`src/hw/rtl/double_ended_ring_buffer_core_assert.svh`:
```
// assertion macros used by the ring buffer core
`ifndef DOUBLE_ENDED_RING_BUFFER_CORE_ASSERT_SVH
`define DOUBLE_ENDED_RING_BUFFER_CORE_ASSERT_SVH

// same-cycle implication, checked outside reset
`define DERB_ASSERT_NOW(label, clk, rst_n, ante, cons) \
    label: assert property (@(posedge clk) disable iff (!rst_n) (ante) |-> (cons)) \
        else $error("ring buffer check failed");

// next-cycle implication, checked outside reset
`define DERB_ASSERT_NEXT(label, clk, rst_n, ante, cons) \
    label: assert property (@(posedge clk) disable iff (!rst_n) (ante) |=> (cons)) \
        else $error("ring buffer check failed");

`endif

```
`src/hw/rtl/derb_pkg.sv`:
```
package derb_pkg;

    // storage geometry
    localparam int DEPTH  = 16;
    localparam int DATA_W = 32;
    localparam int ADDR_W = $clog2(DEPTH);
    localparam int CNT_W  = $clog2(DEPTH + 1);
    localparam int CAP_W  = 5;
    localparam int CMD_W  = 3;

    // stream payload widths
    localparam int IN_BITS    = DATA_W + ADDR_W;
    localparam int IN_TDATA_W = ((IN_BITS + 7) / 8) * 8;
    localparam int OUT_BITS   = 3 * DATA_W + CNT_W + 3;
    localparam int OUT_TDATA_W = ((OUT_BITS + 7) / 8) * 8;

    // command codes
    localparam logic [CMD_W-1:0] CMD_PUSH_BACK  = 3'd0;
    localparam logic [CMD_W-1:0] CMD_PUSH_FRONT = 3'd1;
    localparam logic [CMD_W-1:0] CMD_POP_BACK   = 3'd2;
    localparam logic [CMD_W-1:0] CMD_POP_FRONT  = 3'd3;
    localparam logic [CMD_W-1:0] CMD_READ       = 3'd4;

    // ram read address select
    localparam logic [1:0] RD_SEL_INDEX = 2'd0;
    localparam logic [1:0] RD_SEL_FRONT = 2'd1;
    localparam logic [1:0] RD_SEL_BACK  = 2'd2;

    // controller to datapath commands
    typedef struct packed {
        logic       take;
        logic       exec;
        logic [1:0] rd_sel;
        logic       cap_read;
        logic       cap_front;
        logic       cap_back;
        logic       load;
    } t_dp_ctrl;

    // one result, read_data in the low bits
    typedef struct packed {
        logic              error;
        logic              dropped;
        logic              is_empty;
        logic [CNT_W-1:0]  count;
        logic [DATA_W-1:0] back_data;
        logic [DATA_W-1:0] front_data;
        logic [DATA_W-1:0] read_data;
    } t_result;

    // physical slot of an offset from base, wrapping at DEPTH
    function automatic logic [ADDR_W-1:0] slot_add(input logic [ADDR_W-1:0] base,
                                                   input logic [CNT_W-1:0] off);
        logic [CNT_W:0] sum;
        sum = (CNT_W+1)'(base) + (CNT_W+1)'(off);
        if (sum >= (CNT_W+1)'(DEPTH)) begin
            sum = sum - (CNT_W+1)'(DEPTH);
        end
        return sum[ADDR_W-1:0];
    endfunction

    // slot before base, wrapping at zero
    function automatic logic [ADDR_W-1:0] slot_prev(input logic [ADDR_W-1:0] base);
        logic [ADDR_W-1:0] res;
        if (base == '0) begin
            res = ADDR_W'(DEPTH - 1);
        end else begin
            res = base - 1'b1;
        end
        return res;
    endfunction

    // capacity register value, zero acts as one, large values as DEPTH
    function automatic logic [CNT_W-1:0] clamp_cap(input logic [CAP_W-1:0] v);
        logic [CNT_W-1:0] res;
        if (v == '0) begin
            res = CNT_W'(1);
        end else if (int'(v) > DEPTH) begin
            res = CNT_W'(DEPTH);
        end else begin
            res = CNT_W'(v);
        end
        return res;
    endfunction

endpackage

```
`src/hw/rtl/double_ended_ring_buffer_core.sv`:
```
// commands are handled one at a time, paced by the single read port of the
// entry ram (index, front and back are read one after another)
// the result register lets the next command be taken while a result waits
// reset (synchronous, active low): empty buffer, head 0, capacity 16
module double_ended_ring_buffer_core (
    input  logic                               i_clk,
    input  logic                               i_rst_n,
    input  logic                               i_cfg_wr_en,
    input  logic [derb_pkg::CAP_W-1:0]         i_cfg_wr_data,
    input  logic                               s_axis_tvalid,
    output logic                               s_axis_tready,
    input  logic [derb_pkg::IN_TDATA_W-1:0]    s_axis_tdata,   // value, index, zero pad
    input  logic [derb_pkg::CMD_W-1:0]         s_axis_tuser,   // cmd
    output logic                               m_axis_tvalid,
    input  logic                               m_axis_tready,
    // read_data, front_data, back_data, count, is_empty, dropped, error
    output logic [derb_pkg::OUT_TDATA_W-1:0]   m_axis_tdata
);
    import derb_pkg::*;

    t_dp_ctrl ctrl;
    t_result  result;

    derb_ctrl u_ctrl (
        .i_clk    (i_clk),
        .i_rst_n  (i_rst_n),
        .i_s_valid(s_axis_tvalid),
        .o_s_ready(s_axis_tready),
        .o_m_valid(m_axis_tvalid),
        .i_m_ready(m_axis_tready),
        .o_ctrl   (ctrl)
    );

    derb_dp u_dp (
        .i_clk        (i_clk),
        .i_rst_n      (i_rst_n),
        .i_ctrl       (ctrl),
        .i_cmd        (s_axis_tuser),
        .i_value      (s_axis_tdata[DATA_W-1:0]),
        .i_index      (s_axis_tdata[DATA_W +: ADDR_W]),
        .i_cfg_wr_en  (i_cfg_wr_en),
        .i_cfg_wr_data(i_cfg_wr_data),
        .o_result     (result)
    );

    assign m_axis_tdata = OUT_TDATA_W'(result);

    // checks
    `include "double_ended_ring_buffer_core_assert.svh"

    `DERB_ASSERT_NOW(a_err_no_drop, i_clk, i_rst_n, m_axis_tvalid, !(result.error && result.dropped))
    `DERB_ASSERT_NOW(a_empty_zero, i_clk, i_rst_n, m_axis_tvalid && result.is_empty, result.front_data == '0 && result.back_data == '0 && result.count == '0)
    `DERB_ASSERT_NOW(a_count_max, i_clk, i_rst_n, m_axis_tvalid, int'(result.count) <= DEPTH)
    `DERB_ASSERT_NEXT(a_one_in_flight, i_clk, i_rst_n, s_axis_tvalid && s_axis_tready, !s_axis_tready)
endmodule

```
`src/hw/rtl/derb_ram.sv`:
```
module derb_ram #(
    parameter int WIDTH = 32,
    parameter int DEPTH = 16
) (
    input  logic                     i_clk,
    input  logic                     i_wr_en,
    input  logic [$clog2(DEPTH)-1:0] i_wr_addr,
    input  logic [WIDTH-1:0]         i_wr_data,
    input  logic [$clog2(DEPTH)-1:0] i_rd_addr,
    output logic [WIDTH-1:0]         o_rd_data
);
    logic [WIDTH-1:0] r_mem [DEPTH];
    logic [WIDTH-1:0] r_rd_data;

    // one write port, one registered read port
    always_ff @(posedge i_clk) begin
        if (i_wr_en) begin
            r_mem[i_wr_addr] <= i_wr_data;
        end
        r_rd_data <= r_mem[i_rd_addr];
    end

    assign o_rd_data = r_rd_data;
endmodule

```
`src/hw/rtl/derb_ctrl.sv`:
```
module derb_ctrl (
    input  logic              i_clk,
    input  logic              i_rst_n,
    input  logic              i_s_valid,
    output logic              o_s_ready,
    output logic              o_m_valid,
    input  logic              i_m_ready,
    output derb_pkg::t_dp_ctrl o_ctrl
);
    import derb_pkg::*;

    localparam logic [2:0] S_IDLE     = 3'd0;
    localparam logic [2:0] S_EXEC     = 3'd1;
    localparam logic [2:0] S_RD_INDEX = 3'd2;
    localparam logic [2:0] S_RD_FRONT = 3'd3;
    localparam logic [2:0] S_RD_BACK  = 3'd4;
    localparam logic [2:0] S_CAP_BACK = 3'd5;
    localparam logic [2:0] S_OUT      = 3'd6;

    logic [2:0] r_state;
    logic [2:0] n_state;
    logic       r_m_valid;
    logic       n_m_valid;
    logic       out_free;
    t_dp_ctrl   ctrl;

    assign out_free = !r_m_valid || i_m_ready;

    // sequencer: execute, three ram reads, then hand the result over
    always_comb begin
        n_state = r_state;
        ctrl    = '0;
        ctrl.rd_sel = RD_SEL_INDEX;
        case (r_state)
            S_IDLE: begin
                if (i_s_valid) begin
                    ctrl.take = 1'b1;
                    n_state   = S_EXEC;
                end
            end
            S_EXEC: begin
                ctrl.exec = 1'b1;
                n_state   = S_RD_INDEX;
            end
            S_RD_INDEX: begin
                ctrl.rd_sel = RD_SEL_INDEX;
                n_state     = S_RD_FRONT;
            end
            S_RD_FRONT: begin
                ctrl.rd_sel   = RD_SEL_FRONT;
                ctrl.cap_read = 1'b1;
                n_state       = S_RD_BACK;
            end
            S_RD_BACK: begin
                ctrl.rd_sel    = RD_SEL_BACK;
                ctrl.cap_front = 1'b1;
                n_state        = S_CAP_BACK;
            end
            S_CAP_BACK: begin
                ctrl.cap_back = 1'b1;
                n_state       = S_OUT;
            end
            S_OUT: begin
                if (out_free) begin
                    ctrl.load = 1'b1;
                    n_state   = S_IDLE;
                end
            end
            default: begin
                n_state = S_IDLE;
            end
        endcase
    end

    // output valid flag
    always_comb begin
        n_m_valid = r_m_valid;
        if (ctrl.load) begin
            n_m_valid = 1'b1;
        end else if (r_m_valid && i_m_ready) begin
            n_m_valid = 1'b0;
        end
    end

    always_ff @(posedge i_clk) begin
        if (!i_rst_n) begin
            r_state   <= S_IDLE;
            r_m_valid <= 1'b0;
        end else begin
            r_state   <= n_state;
            r_m_valid <= n_m_valid;
        end
    end

    assign o_s_ready = (r_state == S_IDLE);
    assign o_m_valid = r_m_valid;
    assign o_ctrl    = ctrl;
endmodule

```
`src/hw/rtl/derb_dp.sv`:
```
module derb_dp (
    input  logic                          i_clk,
    input  logic                          i_rst_n,
    input  derb_pkg::t_dp_ctrl            i_ctrl,
    input  logic [derb_pkg::CMD_W-1:0]    i_cmd,
    input  logic [derb_pkg::DATA_W-1:0]   i_value,
    input  logic [derb_pkg::ADDR_W-1:0]   i_index,
    input  logic                          i_cfg_wr_en,
    input  logic [derb_pkg::CAP_W-1:0]    i_cfg_wr_data,
    output derb_pkg::t_result             o_result
);
    import derb_pkg::*;

    // item registers
    logic [CMD_W-1:0]  r_cmd;
    logic [DATA_W-1:0] r_value;
    logic [ADDR_W-1:0] r_index;

    // buffer state
    logic [ADDR_W-1:0] r_head;
    logic [ADDR_W-1:0] n_head;
    logic [CNT_W-1:0]  r_fill;
    logic [CNT_W-1:0]  n_fill;
    logic [CNT_W-1:0]  r_cap;
    logic [CNT_W-1:0]  n_cap;
    logic              r_drop;
    logic              n_drop;
    logic              r_err;
    logic              n_err;

    // captured ram words and the result
    logic [DATA_W-1:0] r_read_word;
    logic [DATA_W-1:0] r_front_word;
    logic [DATA_W-1:0] r_back_word;
    t_result           r_result;

    logic              wr_en;
    logic [ADDR_W-1:0] wr_addr;
    logic [ADDR_W-1:0] rd_addr;
    logic [DATA_W-1:0] rd_data;
    logic [CNT_W-1:0]  cfg_cap;
    logic              full;

    assign full    = (r_fill >= r_cap);
    assign cfg_cap = clamp_cap(i_cfg_wr_data);

    // command execution and capacity writes
    always_comb begin
        n_head  = r_head;
        n_fill  = r_fill;
        n_cap   = r_cap;
        n_drop  = r_drop;
        n_err   = r_err;
        wr_en   = 1'b0;
        wr_addr = slot_add(r_head, r_fill);
        if (i_ctrl.exec) begin
            n_drop = 1'b0;
            n_err  = 1'b0;
            case (r_cmd)
                CMD_PUSH_BACK: begin
                    wr_en = 1'b1;
                    if (full) begin
                        n_head = slot_add(r_head, CNT_W'(1));
                        n_drop = 1'b1;
                    end else begin
                        n_fill = r_fill + 1'b1;
                    end
                end
                CMD_PUSH_FRONT: begin
                    wr_en   = 1'b1;
                    wr_addr = slot_prev(r_head);
                    n_head  = slot_prev(r_head);
                    if (full) begin
                        n_drop = 1'b1;
                    end else begin
                        n_fill = r_fill + 1'b1;
                    end
                end
                CMD_POP_BACK: begin
                    if (r_fill == '0) begin
                        n_err = 1'b1;
                    end else begin
                        n_fill = r_fill - 1'b1;
                    end
                end
                CMD_POP_FRONT: begin
                    if (r_fill == '0) begin
                        n_err = 1'b1;
                    end else begin
                        n_head = slot_add(r_head, CNT_W'(1));
                        n_fill = r_fill - 1'b1;
                    end
                end
                CMD_READ: begin
                    if (CNT_W'(r_index) >= r_fill) begin
                        n_err = 1'b1;
                    end
                end
                default: begin
                end
            endcase
        end else if (i_cfg_wr_en) begin
            // lowering the capacity drops entries at the back
            n_cap = cfg_cap;
            if (r_fill > cfg_cap) begin
                n_fill = cfg_cap;
            end
        end
    end

    // read address select
    always_comb begin
        case (i_ctrl.rd_sel)
            RD_SEL_INDEX: rd_addr = slot_add(r_head, CNT_W'(r_index));
            RD_SEL_FRONT: rd_addr = r_head;
            RD_SEL_BACK:  rd_addr = slot_add(r_head, r_fill - 1'b1);
            default:      rd_addr = r_head;
        endcase
    end

    derb_ram #(
        .WIDTH(DATA_W),
        .DEPTH(DEPTH)
    ) u_ram (
        .i_clk    (i_clk),
        .i_wr_en  (wr_en),
        .i_wr_addr(wr_addr),
        .i_wr_data(r_value),
        .i_rd_addr(rd_addr),
        .o_rd_data(rd_data)
    );

    // control state
    always_ff @(posedge i_clk) begin
        if (!i_rst_n) begin
            r_head <= '0;
            r_fill <= '0;
            r_cap  <= CNT_W'(DEPTH);
        end else begin
            r_head <= n_head;
            r_fill <= n_fill;
            r_cap  <= n_cap;
        end
    end

    // payload registers
    always_ff @(posedge i_clk) begin
        r_drop <= n_drop;
        r_err  <= n_err;
        if (i_ctrl.take) begin
            r_cmd   <= i_cmd;
            r_value <= i_value;
            r_index <= i_index;
        end
        if (i_ctrl.cap_read) begin
            r_read_word <= rd_data;
        end
        if (i_ctrl.cap_front) begin
            r_front_word <= rd_data;
        end
        if (i_ctrl.cap_back) begin
            r_back_word <= rd_data;
        end
        if (i_ctrl.load) begin
            r_result.read_data  <= (r_cmd == CMD_READ && !r_err) ? r_read_word : '0;
            r_result.front_data <= (r_fill != '0) ? r_front_word : '0;
            r_result.back_data  <= (r_fill != '0) ? r_back_word : '0;
            r_result.count      <= r_fill;
            r_result.is_empty   <= (r_fill == '0);
            r_result.dropped    <= r_drop;
            r_result.error      <= r_err;
        end
    end

    assign o_result = r_result;
endmodule

```
`config.mk`:
```
export PLATFORM = sky130hd
export DESIGN_NAME = double_ended_ring_buffer_core
export DESIGN_NICKNAME = d
export VERILOG_FILES = /design/src/hw/rtl/derb_pkg.sv /design/src/hw/rtl/double_ended_ring_buffer_core.sv /design/src/hw/rtl/derb_ram.sv /design/src/hw/rtl/derb_ctrl.sv /design/src/hw/rtl/derb_dp.sv
export VERILOG_INCLUDE_DIRS = /design/src /design/src/hw/rtl
export SDC_FILE = /design/constraint.sdc
export NUM_CORES = 1
export LEC_CHECK = 0
export BUFFER_PORTS_ARGS = -buffer_cell sky130_fd_sc_hd__buf_4
export CORE_MARGIN = 2
export CORE_UTILIZATION = 35
export CTS_BUF_LIST = sky130_fd_sc_hd__clkbuf_8
export CTS_CLUSTER_DIAMETER = 40
export DETAILED_ROUTE_END_ITERATION = 7
export SETUP_SLACK_MARGIN = 0.1
export SLEW_MARGIN = 20
export SYNTH_ARGS = -nofsm -noshare
export SYNTH_HDL_FRONTEND = slang
export SYNTH_SLANG_ARGS = --single-unit
```
`constraint.sdc`:
```
create_clock -name i_clk -period 11.7 [get_ports i_clk]
set_input_delay 1.755 -clock i_clk [delete_from_list [all_inputs] [get_ports i_clk]]
set_output_delay 1.755 -clock i_clk [all_outputs]
set_load 0.02 [all_outputs]
```
==> summary.md, run 1 <==
| Metric | Value |
|---|---|
| Crit path max fanout | roughly 150 |
| Worst vdd ir | 0.0001064 V |
| Worst Setup EP | u_dp.u_ram.o_rd_data[24]$_DFF_P_ |
| Total power divided by cell area | 175.0 mW/mm^2 |
| #FFs+latches synth | between 800 and 900 |
| Slew headroom | 0.2323 |
| CTS Buffer Depth | 3 |
| Total power | 0.006367 W |
| Final ANT Viol Nets | 0 |
| Crit path cell chain | nor3b_4, buf_4, o21ai_0, ha_1, mux2i_4, buf_4, buf_12, mux2i_1, mux2i_1, mux2i_1, mux2i_1 |
| CP Buf/Inv Count | 3 |
| GRT overflow | 0 |
| Largest net degree at the start of global routing | roughly 150 |
| Area after DPL | about 0.034 mm^2 |
| Fill cells | roughly 7800 |
| Fin. max-slew vios | 0 |
| Fin crit period | around 4800 ps |
| Synth cell types | 55 |
| FF-to-FF path depth | 11 |
| Mapped Area | slightly above 0.03 mm^2 |
| Drt pass-1 iters | 5 |
| Reg2reg end | u_dp.u_ram.o_rd_data[24]$_DFF_P_ |
| Startpoint types | register |
| DR DRC count | 0 |
| Class of the worst hold path | register to register |
| Hold_buf cts | 0 |
| First-pass GRT wire length | ~94 mm |
| Syn Inst Count | ~1700 |
| Area leader, netlist | edfxtp_1 |
| R2R Path Start | u_ctrl.r_state[2]$_SDFFE_PN0P_ |
| Fraction of layout cells with a size suffix above 1 | 0.1959 |
| Crit path max-delay cell type | buf_4 |
| FP Rows | between 100 and 150 |
| Nets | roughly 2000 |
| Outcome | finished, final reports clean |
| Final setup fails | 0 |
| Post-CTS Setup Bufs | 0 |
| Most Frequent Cell on Critical Path | mux2i_1 |
| Static leakage | between 10 and 15 nW |
| Vias in the first global route | between 15000 and 20000 |
| Setup TNS Final | 0 ps |
| Via/cell ratio | ~4.7 |
| Async SR Flop Fraction | 0 |
| Area grow syn2layout | 16.76% |
| Period Utilization, post-route | 0.4133 |
| Number of flops mapped to enable cells by yosys | 753 |
| WS Path Type | register to register |
| Max_cap viols | 0 |
| PortBufs | 154 |
| Final Cell Area | around 0.036 mm^2 |
| Top_reg_cell synth | edfxtp_1 |
| Via count | between 15000 and 20000 |
| Maximum level of the CTS H-tree | 4 |
| DRT iter0 DRCs | ~870 |
| Num Clock Sinks | about 800 |
| TritonCTS clock tree | yes |
| Clock Latency Late Sink | just under 800 ps |
| Yosys top cell area share | 0.7257 |
| # IOs | between 150 and 200 |
| Crit. End Element | register |
| DP Wirelength | roughly 35 mm |
| Final wirelength | roughly 64 mm |
| Setup slack, reg-to-reg | between 6000 and 7000 ps |
| Worst Path Arrival | 5450 ps |
| Clock root cell | clkbuf_8 |
| Top cells by area, synth | edfxtp_1, mux2i_1, dfxtp_1 |
| Slowest stage delay, CP | approximately 800 ps |
| WL per Instance | 19.80 um |
| Worst Max-Slew Pin Slew | 1152 ps |
| Synth Area per Inst | roughly 18 um^2 |
| DIE AREA | 0.09142 mm^2 |
| Initial antenna violation count | 7 |
| Levels on crit path | 11 |
| Cell family with most CP delay | buffers and inverters |
| Core box area | 0.08824 mm^2 |
| Unrepaired setup endpoints after global routing | false |
| Final core utilization | 0.4123 |
| CTS resizes | 0 |
| Clk slew on worst S/H paths | about 60 ps |
| CP startpoint | u_ctrl.r_state[2]$_SDFFE_PN0P_ |
| Max Clk Rate | between 200 and 250 MHz |
| CTS buffer count | between 100 and 150 |
| WP data required | between 10000 and 15000 ps |
| RD Place Congestion | 0.7876 |
| Total GRT Usage | 0.1400 |
| Synth Net Count | roughly 1800 |
| Warnings from Yosys | 0 |
| Die height | 302.4 um |
| Sequential fraction of the synthesis area | 0.7579 |
| Die width | 302.4 um |
| Worst Clk Skew | roughly 35 ps |
| Initial core utilization | 0.3531 |
| Final hold vios | 0 |
==> cell usage after synthesis (3+ instances only) <==
cell type,n
edfxtp_1,753
mux2i_1,486
nor2b_1,67
dfxtp_1,50
nor2_1,40
and2_1,37
buf_6,29
ha_1,25
a21oi_1,24
buf_2,23
nand2_1,23
clkbuf_1,17
inv_1,16
o21ai_0,11
nand2b_1,9
nor3_1,9
xnor2_1,7
buf_4,5
a211oi_1,4
a21o_1,4
and3_1,3
nand3_1,3
nor4_1,3
o31ai_1,3
==> layer usage <==
layer | GRT usage | part of all wire | vias up
met1 | 0.1766 | 0.44 | 7609
met5 | 0 | 0.00031 | -
met2 | 0.2299 | 0.48 | 408
met3 | 0.03627 | 0.055 | 119
li1 | - | - | 7040
met4 | 0.05681 | 0.025 | 4
==> cells in the final DEF, fill, tap and decap left out, types with 11 or more instances in the layout <==
master,count
o21ai_0,11
edfxtp_1,753
nor2_1,23
and2_1,36
clkbuf_8,141
buf_4,182
clkinv_1,15
a21oi_1,23
inv_1,62
dfxtp_1,50
nand2_1,23
ha_1,25
nor2b_1,67
mux2i_1,485
nor2_4,16
==> registers in the layout, indices dropped and copies added (netlist names) <==
| signal | cells |
|---|---|
| u_dp.u_ram.r_mem | 512 |
| u_dp.r_back_word | 32 |
| u_dp.r_front_word | 32 |
| u_dp.u_ram.o_rd_data | 32 |
| u_dp.r_index | 4 |
| u_dp.r_value | 32 |
| u_dp.r_drop | 1 |
| u_ctrl.o_m_valid | 1 |
| u_dp.r_fill | 5 |
| u_dp.r_err | 1 |
| u_dp.r_cmd | 3 |
| u_dp.r_cap | 5 |
| u_dp.r_head | 4 |
| u_dp.o_result | 104 |
| u_dp.r_read_word | 32 |
| u_ctrl.r_state | 3 |
==> through the flow <==
| stage | hold slack [ps] | std cells | worst slack (ps) |
|---|---|---|---|
| after global routing | 457.3 | 3208 | 6553 |
| after floorplan | 400.3 | 1690 | 2033 |
| after CTS | 441.9 | 3207 | 6872 |
| final | 439.7 | 3209 | 6865 |
| after global placement | 423.8 | 2964 | 7028 |
| after detailed placement | 424.0 | 2964 | 6871 |
==> layout make-up <==
| type | instances | area [um^2] | share of cell area |
|---|---|---|---|
| Antenna cell | 2 | 5.005 | 0.0001376 |
| Clock buffer | 141 | 1941 | 0.05334 |
| Clock inverter | 102 | 785.8 | 0.02160 |
| Inverter | 17 | 63.81 | 0.001754 |
| Multi-Input combinational cell | 795 | 7107 | 0.1954 |
| Sequential cell | 803 | 23610 | 0.6491 |
| Tap cell | 1165 | 1458 | 0.04007 |
| Timing Repair Buffer | 184 | 1406 | 0.03866 |
==> kinds of logic (layout without fill, tap and decap cells) <==
group,Yosys count,count (layout),share of synthesized area
adder cells (fa/ha/maj),27,27,0.01132
multiplexers,489,489,0.1576
XOR/XNOR,10,10,0.003052
flip-flops,803,803,0.7579
buffers and inverters,92,444,0.01960
AND/OR/NAND/NOR,203,203,0.03614
other,0,2,0
AO/OA/AOI/OAI,66,66,0.01446
==> power breakdown <==
| part | leakage [nW] | switching (W) | internal (W) |
|---|---|---|---|
| clock | 1.55 | 0.00110 | 0.00136 |
| sequential | 7.23 | 0.0000879 | 0.00326 |
| combinational | 4.67 | 0.000320 | 0.000241 |
==> how the worst min path moves through the flow <==
stage / start / endpoint / slack (ps) / cells past startpoint
6_report: u_dp.u_ram.o_rd_data[1]$_DFF_P_ / u_dp.r_read_word[1]$_DFFE_PP_ / 440 / 0
5_1_grt: u_dp.r_drop$_SDFFCE_PN0P_ / u_dp.o_result[102]$_DFFE_PP_ / 460 / 0
4_1_cts: u_dp.u_ram.o_rd_data[1]$_DFF_P_ / u_dp.r_front_word[1]$_DFFE_PP_ / 440 / 0
3_5_place_dp: u_dp.r_drop$_SDFFCE_PN0P_ / u_dp.o_result[102]$_DFFE_PP_ / 420 / 0
3_3_place_gp: u_dp.r_drop$_SDFFCE_PN0P_ / u_dp.o_result[102]$_DFFE_PP_ / 420 / 0
2_1_floorplan: u_dp.r_drop$_SDFFCE_PN0P_ / u_dp.o_result[102]$_DFFE_PP_ / 400 / 0
No activity file was read; power rests on OpenSTA's default activity.
==> run 2, diff against run 1 <==
==> constraint.sdc (replaced) <==
create_clock -name i_clk -period 4.5 [get_ports i_clk]
set_input_delay 0.675 -clock i_clk [delete_from_list [all_inputs] [get_ports i_clk]]
set_output_delay 0.675 -clock i_clk [all_outputs]
set_load 0.02 [all_outputs]
==> summary.md, run 2 (synthesis results as in run 1) <==
| Metric | Value |
|---|---|
| GRT overflow | 0 (unchanged) |
| CTS resizes | 0 (unchanged) |
| WHS | 74.49 ps (-365.2 ps) |
| Total GRT Usage | 0.1415 (+0.001463) |
| Hold_buf cts | 9 (+9) |
| Initial core utilization | 0.3531 (unchanged) |
| Via/cell ratio | 4.685 (-0.96%) |
| Via count | 15236 (+0.37%) |
| Fill cells | 7755 (-0.59%) |
| DR DRC count | 0 (unchanged) |
| Static leakage | 13.68 nW (+1.7%) |
| Most frequent cells in the layout | edfxtp_1, mux2i_1, buf_4, clkbuf_8, nor2b_1 |
| PnR worst setup slack | 680.1 ps (-6185 ps) |
| Startpoint types | register |
| Final setup fails | 0 (unchanged) |
| Die width | 302.4 um (unchanged) |
| Crit path max fanout | 23 (-84%) |
| Setup TNS Final | 0 ps (unchanged) |
| Drt pass-1 iters | 5 (unchanged) |
| Vias in the first global route | 15617 (-0.0064%) |
| Max_cap viols | 0 (unchanged) |
| # IOs | 159 (unchanged) |
| Crit path max-delay cell type | mux2i_4 |
| Clock root cell | clkbuf_8 |
| Largest register by flop count | u_dp.u_ram.r_mem |
| Placed Cells | 2993 (+0.98%) |
| Worst Path Arrival | 4450 ps (-1000 ps) |
| Outcome | finished, final reports clean |
| Non-Filler Instances | 3252 (+1.3%) |
| FP Rows | 109 (unchanged) |
| Pre-CTS setup slack | 668.5 ps (-6202 ps) |
| Fin. max-slew vios | 0 (unchanged) |
| Post-CTS Setup Bufs | 0 (unchanged) |
| Worst Max-Slew Pin Slew | 899.8 ps (-251.8 ps) |
| Die height | 302.4 um (unchanged) |
| DIE AREA | 0.09142 mm^2 (unchanged) |
| Slew headroom | 0.4001 (+0.1678) |
| Worst vdd ir | 0.0002391 V (+120%) |
| Nets | 2053 (+1.9%) |
| CTS buffer count | 134 (unchanged) |
| Final wirelength | 64.20 mm (+1.0%) |
| WP data required | 5130 ps (-7190 ps) |
| Total power divided by cell area | 447.5 mW/mm^2 (+160%) |
| First-pass GRT wire length | 95.41 mm (+1.1%) |
| Most Frequent Cell on Critical Path | mux2i_1 |
| Area grow syn2layout | 18.60% |
| WL per Instance | 19.74 um (-0.32%) |
| Crit. End Element | register |
| Period Utilization, post-route | 0.8489 (+0.4356) |
| CTS Buffer Depth | 3 (unchanged) |
| Initial antenna violation count | 5 (-2) |
| DRT iter0 DRCs | 851 (-1.8%) |
| Class of the worst hold path | primary input to register |
| Unrepaired setup endpoints after global routing | false |
| Max Clk Rate | 261.8 MHz (+27%) |
| TritonCTS clock tree | yes |
| WS Path Type | register to register |
| Commonest non-fill, non-tap cell in the layout | edfxtp_1 |
| Slowest stage delay, CP | 630 ps (-150 ps) |
| Number of flip-flops in the largest register | 512 (unchanged) |
| Largest net degree at the start of global routing | 90 (-38%) |
| PortBufs | 154 (unchanged) |
| Clk slew on worst S/H paths | 60 ps (about the same) |
| Clock Latency Late Sink | 780 ps (about the same) |
| Final ANT Viol Nets | 0 (unchanged) |
| Crit path cell chain | inv_1, ha_1, a21oi_1, fa_1, mux2i_4, buf_12, mux2i_1, mux2i_1, mux2i_1 |
| Num Clock Sinks | 803 (unchanged) |
| Fraction of layout cells with a size suffix above 1 | 0.2083 (+0.01237) |
| DP Wirelength | 37.71 mm (+7.6%) |
| Worst Clk Skew | 30.00 ps (-5.474 ps) |
| Maximum level of the CTS H-tree | 4 (unchanged) |
| Final hold vios | 0 (unchanged) |
| Core box area | 0.08824 mm^2 (unchanged) |
| Fin crit period | 3820 ps (-1015 ps) |
| RD Place Congestion | 0.7974 (+1.2%) |
run 2: worst max-delay path, delay by kind of cell, from the launching register on:
| kind | cells | cell delay (ps) |
|---|---|---|
| buf+inv | 2 | 520 |
| mux | 4 | 1430 |
| flops | 1 | 600 |
| fa+ha+maj | 2 | 860 |
| compound gates | 1 | 240 |
run 2: path summary, 6_finish.rpt:
check	start	endpoint	slack, ps	depth (start not counted)
worst max-delay path	u_dp.r_fill[1]$_SDFFE_PN0P_	u_dp.u_ram.o_rd_data[8]$_DFF_P_	680	9
worst max register to register	u_dp.r_fill[1]$_SDFFE_PN0P_	u_dp.u_ram.o_rd_data[8]$_DFF_P_	680	9
worst min register to register	u_dp.r_drop$_SDFFCE_PN0P_	u_dp.o_result[102]$_DFFE_PP_	430	0
worst min-delay path	s_axis_tdata[13]	u_dp.r_value[13]$_DFFE_PP_	70	1
run 2: through the flow:
| stage | instance area, um^2 | util | power, W |
|---|---|---|---|
| final | 36950 | 0.4188 | 0.01654 |
| after global routing | 36950 | 0.4187 | 0.01720 |
| after CTS | 36940 | 0.4187 | 0.01675 |
| after detailed placement | 34160 | 0.3871 | 0.01039 |
| after global placement | 34160 | 0.3871 | 0.01035 |
| after floorplan | 31170 | - | 0.009882 |
run 2: cell type report:
| class | count | area [um^2] | area share |
|---|---|---|---|
| Tap cell | 1165 | 1458 | 0.03945 |
| Sequential cell | 803 | 23610 | 0.6390 |
| Inverter | 17 | 63.81 | 0.001727 |
| Clock buffer | 145 | 1996 | 0.05401 |
| Multi-Input combinational cell | 795 | 7113 | 0.1925 |
| Antenna cell | 3 | 7.507 | 0.0002032 |
| Clock inverter | 102 | 699.4 | 0.01893 |
| Timing Repair Buffer | 222 | 2002 | 0.05418 |
run 2: power by group:
part           internal (W)  switching, W
clock network       0.00343       0.00288
registers           0.00847      0.000230
logic              0.000684      0.000846
total                0.0126       0.00396
run 2: routing by layer:
layer / up-vias / global-route usage / share of wire
li1: 7113 / - / -
met1: 7639 / 0.1833 / 0.44
met2: 352 / 0.2298 / 0.48
met3: 126 / 0.03246 / 0.050
met4: 6 / 0.05776 / 0.026
met5: - / 0 / 0.00050
